### src/format_spec_parser_defines.svh
// assertion macros for the format specification parser
// used by format_spec_parser.sv, no other dependencies
`ifndef FORMAT_SPEC_PARSER_DEFINES_SVH
`define FORMAT_SPEC_PARSER_DEFINES_SVH

`ifndef SYNTH
// same-cycle implication, checked on every rising clock edge out of reset
`define FSP_ASSERT_IMP(label, ante, cons) \
    label: assert property (@(posedge i_clk) disable iff (!i_rst_n) (ante) |-> (cons)) \
        else $error("format_spec_parser: same-cycle check failed");
// next-cycle implication
`define FSP_ASSERT_NXT(label, ante, cons) \
    label: assert property (@(posedge i_clk) disable iff (!i_rst_n) (ante) |=> (cons)) \
        else $error("format_spec_parser: next-cycle check failed");
`else
`define FSP_ASSERT_IMP(label, ante, cons)
`define FSP_ASSERT_NXT(label, ante, cons)
`endif

`endif

### src/fsp_pkg.sv
// types, codes and character helpers for the format specification parser
// no dependencies
`timescale 1ns / 1ps

package fsp_pkg;

    typedef enum logic [8:0] {
        PH_START    = 9'b000000001,
        PH_FLAG     = 9'b000000010,
        PH_WIDTH    = 9'b000000100,
        PH_PREC0    = 9'b000001000,
        PH_PREC     = 9'b000010000,
        PH_SUBTYPE  = 9'b000100000,
        PH_DONE     = 9'b001000000,
        PH_BADTOK   = 9'b010000000,
        PH_OVERFLOW = 9'b100000000
    } t_phase;

    typedef logic [7:0] t_char;

    // request operations
    localparam logic OP_FEED  = 1'b0;
    localparam logic OP_CLEAR = 1'b1;

    // outcome codes
    localparam logic [1:0] OC_RUN      = 2'd0;
    localparam logic [1:0] OC_DONE     = 2'd1;
    localparam logic [1:0] OC_BADTOK   = 2'd2;
    localparam logic [1:0] OC_OVERFLOW = 2'd3;

    // flag bit positions
    localparam int FL_LEFT  = 0;
    localparam int FL_SIGN  = 1;
    localparam int FL_ZERO  = 2;
    localparam int FL_BLANK = 3;
    localparam int FL_ALT   = 4;

    localparam t_char CH_PERCENT = 8'h25;
    localparam t_char CH_MINUS   = 8'h2D;
    localparam t_char CH_PLUS    = 8'h2B;
    localparam t_char CH_ZERO    = 8'h30;
    localparam t_char CH_NINE    = 8'h39;
    localparam t_char CH_SPACE   = 8'h20;
    localparam t_char CH_HASH    = 8'h23;
    localparam t_char CH_DOT     = 8'h2E;
    localparam t_char CH_LOW_V   = 8'h76;
    localparam t_char CH_UP_C    = 8'h43;
    localparam t_char CH_UP_F    = 8'h46;
    localparam t_char CH_UP_H    = 8'h48;

    function automatic logic is_digit(input t_char c);
        return (c >= CH_ZERO) && (c <= CH_NINE);
    endfunction

    // '%' and letters, less f i o q J K L N Q
    function automatic logic type_ok(input t_char c);
        logic ok;
        case (c) inside
            CH_PERCENT:                      ok = 1'b1;
            8'h66, 8'h69, 8'h6F, 8'h71:      ok = 1'b0;
            8'h4A, 8'h4B, 8'h4C, 8'h4E, 8'h51: ok = 1'b0;
            [8'h61:8'h7A], [8'h41:8'h5A]:    ok = 1'b1;
            default:                         ok = 1'b0;
        endcase
        return ok;
    endfunction

    function automatic logic subtype_ok(input t_char c);
        return (c == CH_UP_C) || (c == CH_UP_F) || (c == CH_UP_H);
    endfunction

    function automatic logic [1:0] outcome_of(input t_phase ph);
        logic [1:0] oc;
        case (ph)
            PH_DONE:     oc = OC_DONE;
            PH_BADTOK:   oc = OC_BADTOK;
            PH_OVERFLOW: oc = OC_OVERFLOW;
            default:     oc = OC_RUN;
        endcase
        return oc;
    endfunction

endpackage

### src/format_spec_parser.sv
// printf-style conversion specification parser, one character per request
// depends on fsp_pkg and format_spec_parser_defines.svh
//
// Usage: each input request carries i_op and i_char_in. A feed request (op 0)
// pushes one character through the parse of %[flags][width][.precision]type[subtype];
// a clear request (op 1) returns the parser to its start state. Every request
// produces exactly one result holding the accepted bit, the outcome code and the
// flags, width, precision, type and subtype gathered so far.
// Timing: a request is captured in the input register at the edge it is taken;
// its result then moves from the input register into the result register, which
// raises o_valid, once the result side is free. Throughput: one request per cycle
// while the result side does not stall; next-state and multiply-by-ten are combinational.
// Stall: with i_stall high a valid result register holds; one more request can still
// sit in the input register, after which o_stall rises until the result is taken.
// Reset: synchronous, active low; clears both valid flags and all parse state.
// Width and precision are NUMBER_BITS wide internally and saturate with the
// overflow outcome; the result fields carry their low 16 bits.
`timescale 1ns / 1ps

`include "format_spec_parser_defines.svh"

module format_spec_parser #(
    parameter int NUMBER_BITS = 16
) (
    input  logic                 i_clk,
    input  logic                 i_rst_n,
    input  logic                 i_valid,
    output logic                 o_stall,
    input  logic                 i_op,
    input  fsp_pkg::t_char       i_char_in,
    output logic                 o_valid,
    input  logic                 i_stall,
    output logic                 o_accepted,
    output logic [1:0]           o_outcome,
    output logic [4:0]           o_flag_bits,
    output logic [15:0]          o_field_width,
    output logic [15:0]          o_field_precision,
    output fsp_pkg::t_char       o_type_char,
    output fsp_pkg::t_char       o_subtype_char
);
    import fsp_pkg::*;

    localparam int SumBits = NUMBER_BITS + 4;

    // input register
    logic   r_in_valid;
    logic   r_op;
    t_char  r_char;

    // parse state, doubles as the result register
    logic                   r_out_valid;
    logic                   r_acc,   n_acc;
    t_phase                 r_phase, n_phase;
    logic [4:0]             r_flags, n_flags;
    logic [NUMBER_BITS-1:0] r_width, n_width;
    logic [NUMBER_BITS-1:0] r_prec,  n_prec;
    t_char                  r_type,  n_type;
    t_char                  r_sub,   n_sub;

    logic                   out_free;
    logic                   fire;
    logic [NUMBER_BITS-1:0] num_src;
    logic [SumBits-1:0]     num_sum;
    logic                   num_ovf;
    logic [3:0]             digit;

    assign out_free = !r_out_valid || !i_stall;
    assign fire     = r_in_valid && out_free;
    assign o_stall  = r_in_valid && !out_free;

    assign digit   = r_char[3:0];
    assign num_src = (r_phase == PH_PREC) ? r_prec : r_width;
    // n*10 + d as (n << 3) + (n << 1) + d
    assign num_sum = ({4'b0, num_src} << 3) + ({4'b0, num_src} << 1)
                   + SumBits'(digit);
    assign num_ovf = |num_sum[SumBits-1:NUMBER_BITS];

    always_comb begin
        n_acc   = 1'b0;
        n_phase = r_phase;
        n_flags = r_flags;
        n_width = r_width;
        n_prec  = r_prec;
        n_type  = r_type;
        n_sub   = r_sub;
        if (r_op == OP_CLEAR) begin
            n_phase = PH_START;
            n_flags = '0;
            n_width = '0;
            n_prec  = '0;
            n_type  = '0;
            n_sub   = '0;
        end else begin
            case (r_phase)
                PH_START: begin
                    if (r_char == CH_PERCENT) begin
                        n_acc   = 1'b1;
                        n_phase = PH_FLAG;
                        n_flags = '0;
                        n_width = '0;
                        n_prec  = '0;
                        n_type  = '0;
                        n_sub   = '0;
                    end else begin
                        n_phase = PH_BADTOK;
                    end
                end
                PH_FLAG, PH_WIDTH, PH_PREC0, PH_PREC: begin
                    n_acc = 1'b1;
                    if (r_phase == PH_FLAG && r_char == CH_MINUS) begin
                        n_flags[FL_LEFT] = 1'b1;
                    end else if (r_phase == PH_FLAG && r_char == CH_PLUS) begin
                        n_flags[FL_SIGN] = 1'b1;
                    end else if (r_phase == PH_FLAG && r_char == CH_ZERO) begin
                        n_flags[FL_ZERO] = 1'b1;
                    end else if (r_phase == PH_FLAG && r_char == CH_SPACE) begin
                        n_flags[FL_BLANK] = 1'b1;
                    end else if (r_phase == PH_FLAG && r_char == CH_HASH) begin
                        n_flags[FL_ALT] = 1'b1;
                    end else if ((r_phase == PH_FLAG || r_phase == PH_WIDTH)
                                 && r_char == CH_DOT) begin
                        n_phase = PH_PREC0;
                    end else if (is_digit(r_char)) begin
                        case (r_phase)
                            PH_FLAG: begin
                                n_phase = PH_WIDTH;
                                n_width = NUMBER_BITS'(digit);
                            end
                            PH_PREC0: begin
                                n_phase = PH_PREC;
                                n_prec  = NUMBER_BITS'(digit);
                            end
                            default: begin
                                // accumulate into width or precision, saturating
                                if (num_ovf) begin
                                    n_acc   = 1'b0;
                                    n_phase = PH_OVERFLOW;
                                end
                                if (r_phase == PH_PREC) begin
                                    n_prec = num_ovf ? '1 : num_sum[NUMBER_BITS-1:0];
                                end else begin
                                    n_width = num_ovf ? '1 : num_sum[NUMBER_BITS-1:0];
                                end
                            end
                        endcase
                    end else begin
                        // anything else is the type character
                        n_type = r_char;
                        if (r_char == CH_LOW_V) begin
                            n_phase = PH_SUBTYPE;
                        end else begin
                            n_acc   = 1'b0;
                            n_phase = type_ok(r_char) ? PH_DONE : PH_BADTOK;
                        end
                    end
                end
                PH_SUBTYPE: begin
                    n_sub   = r_char;
                    n_phase = subtype_ok(r_char) ? PH_DONE : PH_BADTOK;
                end
                default: begin
                    // terminal phases hold everything
                end
            endcase
        end
    end

    always_ff @(posedge i_clk) begin
        if (!i_rst_n) begin
            r_in_valid <= 1'b0;
        end else if (!o_stall) begin
            r_in_valid <= i_valid;
        end
        if (!o_stall) begin
            r_op   <= i_op;
            r_char <= i_char_in;
        end
    end

    always_ff @(posedge i_clk) begin
        if (!i_rst_n) begin
            r_out_valid <= 1'b0;
            r_acc       <= 1'b0;
            r_phase     <= PH_START;
            r_flags     <= '0;
            r_width     <= '0;
            r_prec      <= '0;
            r_type      <= '0;
            r_sub       <= '0;
        end else begin
            if (out_free) begin
                r_out_valid <= r_in_valid;
            end
            if (fire) begin
                r_acc   <= n_acc;
                r_phase <= n_phase;
                r_flags <= n_flags;
                r_width <= n_width;
                r_prec  <= n_prec;
                r_type  <= n_type;
                r_sub   <= n_sub;
            end
        end
    end

    assign o_valid           = r_out_valid;
    assign o_accepted        = r_acc;
    assign o_outcome         = outcome_of(r_phase);
    assign o_flag_bits       = r_flags;
    assign o_field_width     = 16'(r_width);
    assign o_field_precision = 16'(r_prec);
    assign o_type_char       = r_type;
    assign o_subtype_char    = r_sub;

    `FSP_ASSERT_IMP(a_stall_needs_item, o_stall, r_in_valid)
    `FSP_ASSERT_NXT(a_clear_zeroes, fire && r_op == OP_CLEAR, !o_accepted && o_outcome == OC_RUN && o_field_width == '0 && o_type_char == '0)
    `FSP_ASSERT_NXT(a_terminal_quiet, fire && r_op == OP_FEED && (r_phase == PH_DONE || r_phase == PH_BADTOK || r_phase == PH_OVERFLOW), !o_accepted && $stable(r_phase))
    `FSP_ASSERT_IMP(a_done_not_accepted, r_out_valid && o_outcome != OC_RUN, !o_accepted)

endmodule

### config.mk
export PLATFORM = sky130hd
export DESIGN_NAME = format_spec_parser
export DESIGN_NICKNAME = d
export VERILOG_FILES = /design/src/fsp_pkg.sv /design/src/format_spec_parser.sv
export VERILOG_INCLUDE_DIRS = /design/src /design/src/src
export SDC_FILE = /design/constraint.sdc
export NUM_CORES = 1
export LEC_CHECK = 0
export BUFFER_PORTS_ARGS = -buffer_cell sky130_fd_sc_hd__clkbuf_2
export CAP_MARGIN = 20
export CORE_AREA = 5 5 108 110
export CTS_BUF_LIST = sky130_fd_sc_hd__clkbuf_2 sky130_fd_sc_hd__clkbuf_4 sky130_fd_sc_hd__clkbuf_8
export CTS_CLUSTER_DIAMETER = 60
export CTS_CLUSTER_SIZE = 30
export DETAILED_ROUTE_END_ITERATION = 7
export DIE_AREA = 0 0 113 115
export GPL_TIMING_DRIVEN = 0
export PLACE_DENSITY = 0.68
export RECOVER_POWER = 25
export SETUP_SLACK_MARGIN = 0.1
export SLEW_MARGIN = 25
export SYNTH_ARGS = -nofsm -noshare
export SYNTH_HDL_FRONTEND = slang
export SYNTH_SLANG_ARGS = --single-unit
export TNS_END_PERCENT = 100
### constraint.sdc
create_clock -name i_clk -period 7.1 [get_ports i_clk]
set_input_delay 1.42 -clock i_clk [delete_from_list [all_inputs] [get_ports i_clk]]
set_output_delay 1.42 -clock i_clk [all_outputs]
set_load 0.005 [all_outputs]
==> reports/results.tsv <==
stage	metric	value	unit
layout	stdcell_area	5910	um^2
floorplan	rows	38	
detailed_routing	avg_vias_per_cell	5.90	
floorplan	initial_utilization	48.7	%
layout	fillers	1010	
power_and_ir_drop	pwr_density_cell	152	nW/um^2
run	max_capacitance_violation_count	0	
global_routing	number_of_antenna_violations_at_the_first_check_in_global_routing	0	
detailed_routing	number_of_nets_still_failing_antenna_checks_after_routing	0	
power_and_ir_drop	power.share.combinational	7.8	%
detailed_routing	via_count_of_the_routed_design	4669	
setup_path	reg2reg_setup_slack	1.84	ns
power_and_ir_drop	net_switching_power	242	uW
synthesis	postSynthNetCount	612	
place	buffer_ports.inserted	70	
setup_path	worst_endpoint_required_time	7.35	ns
clock_network	cts.sinks	74	
layout	ant_diodes	0	
layout	layout-area-overhead-vs-synth	14.4	%
synthesis	yosysMostFrequentCell	sky130_fd_sc_hd__dfxtp_1	
detailed_routing	detail_route.wirelength	14100	um
synthesis	synth_seq_area_share	30.4	%
detailed_routing	post-route-drc-count	0	
synthesis	syn_area	5160	um^2
sta	setup-violations-final	0	
synthesis	synth-warning-count	0	
layout	layout_cell_share_with_drive_strength_beyond_1	25.8	%
floorplan	die_area	13000	um^2
clock_network	hold_buffers_post_cts	0	
setup_path	setup.worst_path.start_class	flip-flop	
clock_network	clk-insertion-delay-late	0.37	ns
power_and_ir_drop	switching_share	26.9	%
place	dp_worst_setup_slack	1.89	ns
clock_network	worst_setup_hold_path_clk_slew	0.09	ns
global_routing	grt_pass1_wl	23000	um
hold_path	worstHoldPathType	flip-flop to flip-flop	
synthesis	synthDominantAreaCellType	sky130_fd_sc_hd__dfxtp_1	
sta	fin_ws	1.84	ns
setup_path	critical-path-slowest-cell	sky130_fd_sc_hd__nor4_1	
setup_path	critical_path_cell_by_cell	nor3_2 -> nand4_4 -> buf_1 -> mux2_2 -> ha_1 -> ha_1 -> inv_1 -> fa_1 -> nand2b_1 -> a21oi_1 -> o2111ai_1 -> nand4b_1 -> o211ai_1 -> buf_4 -> clkbuf_1 -> nor4_1 -> o21ai_1	
synthesis	postSynthAreaPerCell	9.12	um^2
setup_path	critPathMaxStageDelay	0.59	ns
sta	post_route_setup_tns	0	ns
power_and_ir_drop	leakagePower	0.00253	uW
synthesis	synth-edff-count	9	
sta	worst_pin_slew	0.842	ns
floorplan	boundaryPins	71	
global_routing	via_count_of_the_first_global_routing_pass	4491	
setup_path	critical_path.max_fanout	10	
place	place_area	5690	um^2
sta	hold_viol	0	
synthesis	synth_commonest_cells	sky130_fd_sc_hd__dfxtp_1, sky130_fd_sc_hd__nor2_1, sky130_fd_sc_hd__nand2_1	
detailed_routing	drt-pass1-iter-count	6	
clock_network	tritoncts	done	
clock_network	postCtsResizedCells	0	
power_and_ir_drop	vdd.ir_drop.worst	0.0948	mV
clock_network	cts_root_buffer_type	sky130_fd_sc_hd__clkbuf_8	
floorplan	coreArea	10600	um^2
status	run_status	finished, final reports clean	
power_and_ir_drop	seq_power_share	48.1	%
place	globalplace.congestion	0.878	
clock_network	htree_levels	3	
power_and_ir_drop	power_report.internal_total	657	uW
sta	final.min_clock_period	5.26	ns
floorplan	die-width	113	um
synthesis	synth_ff_type	sky130_fd_sc_hd__dfxtp_1	
sta	timing.final.crit_share	74.1	%
setup_path	critical_path.endpoint_type	flip-flop	
clock_network	cts_made_buffers	9	
clock_network	cts_buffer_depth	2	
synthesis	synth.ff_latch_count	74	
layout	final_net_count	693	
floorplan	fp.dieH	115	um
setup_path	setup.worst_path.class	flip-flop to flip-flop	
detailed_routing	route.detailed.wl_per_inst	17.8	um
global_routing	groute.usage.overall	21.9	%
global_routing	maximum_number_of_pins_on_one_net_before_global_route_repair	16	
setup_path	cp.arrival	5.51	ns
setup_path	cpMostUsedCell	sky130_fd_sc_hd__ha_1	
sta	maxClockFrequency	190	MHz
synthesis	top_area_cell_type_share_of_the_netlist_area	25.2	%
clock_network	cts.repair_timing.setup_buffer_count	0	
global_routing	grt_remaining_overflow	0	
sta	final.setup_skew	0.00970	ns
synthesis	yosys.cell_types.count	81	
sta	grt_setup_unrepaired	false	
sta	final_number_of_max_transition_violations	0	
detailed_routing	drt_first_iter_violations	379	
synthesis	cell_count_after_synthesis	566	
synthesis	synth_area_leaders	sky130_fd_sc_hd__dfxtp_1, sky130_fd_sc_hd__ha_1, sky130_fd_sc_hd__edfxtp_1, sky130_fd_sc_hd__mux2i_1, sky130_fd_sc_hd__nor2_1	
synthesis	async_flop_share	0	%
power_and_ir_drop	p_clk_share	44.0	%
place	dp_hpwl	10800	um
sta	worst_slew_margin_rel	42.4	%
## layer usage
metal | up-vias | track usage (%) | share of wire, %
met1 | 2225 | 31.8 | 49
met5 | - | 0 | 0
met3 | 16 | 3.74 | 4.8
met2 | 142 | 34.0 | 45
li1 | 2286 | - | -
met4 | 0 | 5.77 | 1.1
## registers in the layout, indices dropped and copies added (netlist names)
signal,flops
r_in_valid,1
o_valid,1
o_subtype_char,8
o_field_precision,16
r_char,8
r_op,1
o_accepted,1
r_phase,9
o_type_char,8
o_field_width,16
o_flag_bits,5
## cells by family after synthesis
logic type / synth area share, %
AO/OA/AOI/OAI: 20.7
flip-flops: 30.4
XOR/XNOR: 2.54
multiplexers: 7.15
AND/OR/NAND/NOR: 25.3
adder cells (fa/ha/maj): 8.29
buffers and inverters: 5.52
## cells in the final DEF, fill, tap and decap left out, types with 8 or more instances in the layout
master                     count
sky130_fd_sc_hd__clkbuf_1     19
sky130_fd_sc_hd__nor2_1       52
sky130_fd_sc_hd__mux2i_1      20
sky130_fd_sc_hd__nand2b_1      8
sky130_fd_sc_hd__edfxtp_1      9
sky130_fd_sc_hd__o211ai_1      8
sky130_fd_sc_hd__nor4_1       17
sky130_fd_sc_hd__xnor2_1       9
sky130_fd_sc_hd__a21oi_1      23
sky130_fd_sc_hd__dfxtp_1      65
sky130_fd_sc_hd__a22oi_1       9
sky130_fd_sc_hd__nor4_2        8
sky130_fd_sc_hd__inv_1        16
sky130_fd_sc_hd__buf_6         8
sky130_fd_sc_hd__clkbuf_8     10
sky130_fd_sc_hd__o21ai_2      17
sky130_fd_sc_hd__mux2_2       15
sky130_fd_sc_hd__clkbuf_2     61
sky130_fd_sc_hd__o21ai_0      16
sky130_fd_sc_hd__nand3_1      15
sky130_fd_sc_hd__o31ai_1      10
sky130_fd_sc_hd__ha_1         31
sky130_fd_sc_hd__nand2_1      50
sky130_fd_sc_hd__nand2_2      10
## per-stage QoR
step | utilization, % | power (uW) | hold slack (ns) | std cells
2_1_floorplan | - | 492 | 0.456 | 566
3_3_place_gp | 53.7 | 511 | 0.451 | 776
3_5_place_dp | 53.7 | 512 | 0.460 | 776
4_1_cts | 55.8 | 900 | 0.474 | 792
5_1_grt | 55.7 | 923 | 0.486 | 792
6_report | 55.7 | 900 | 0.472 | 792
## worst paths after layout
check	from	endpoint	depth (start not counted)
max	r_phase[6]$_SDFFE_PN0P_	o_field_width[8]$_SDFFE_PN0P_	17
min	o_field_precision[10]$_SDFFE_PN0P_	o_field_precision[10]$_SDFFE_PN0P_	2
max reg2reg	r_phase[6]$_SDFFE_PN0P_	o_field_width[8]$_SDFFE_PN0P_	17
min reg2reg	o_field_precision[10]$_SDFFE_PN0P_	o_field_precision[10]$_SDFFE_PN0P_	2
## worst max-delay path: cells and delay by family, from the launching register on
family | cells | cell delay (ns)
DFF | 1 | 0.38
buffers and inverters | 4 | 0.98
AOI/OAI and AO/OA | 4 | 0.88
muxes | 1 | 0.41
adders and majority gates | 3 | 0.88
and+or+nand+nor | 5 | 1.58
## final cells by class
cell class / count / area [um^2] / share of cell area (%)
buffer: 30 / 221 / 3.75
clock buffer: 9 / 124 / 2.10
clock inverter: 7 / 106 / 1.80
inverter: 17 / 63.8 / 1.08
multi-input combinational: 445 / 3310 / 56.0
sequential: 74 / 1570 / 26.6
tap: 140 / 175 / 2.96
timing repair buffer: 70 / 339 / 5.74
## power groups by stage
stage	clock network (uW)	registers, uW	logic (uW)
4_1_cts	397	433	69.6
3_5_place_dp	0	443	69.4
2_1_floorplan	0	441	50.7
5_1_grt	413	434	76.2
3_3_place_gp	0	443	68.3
6_report	396	433	70.4
No activity file was read; power rests on OpenSTA's default activity.
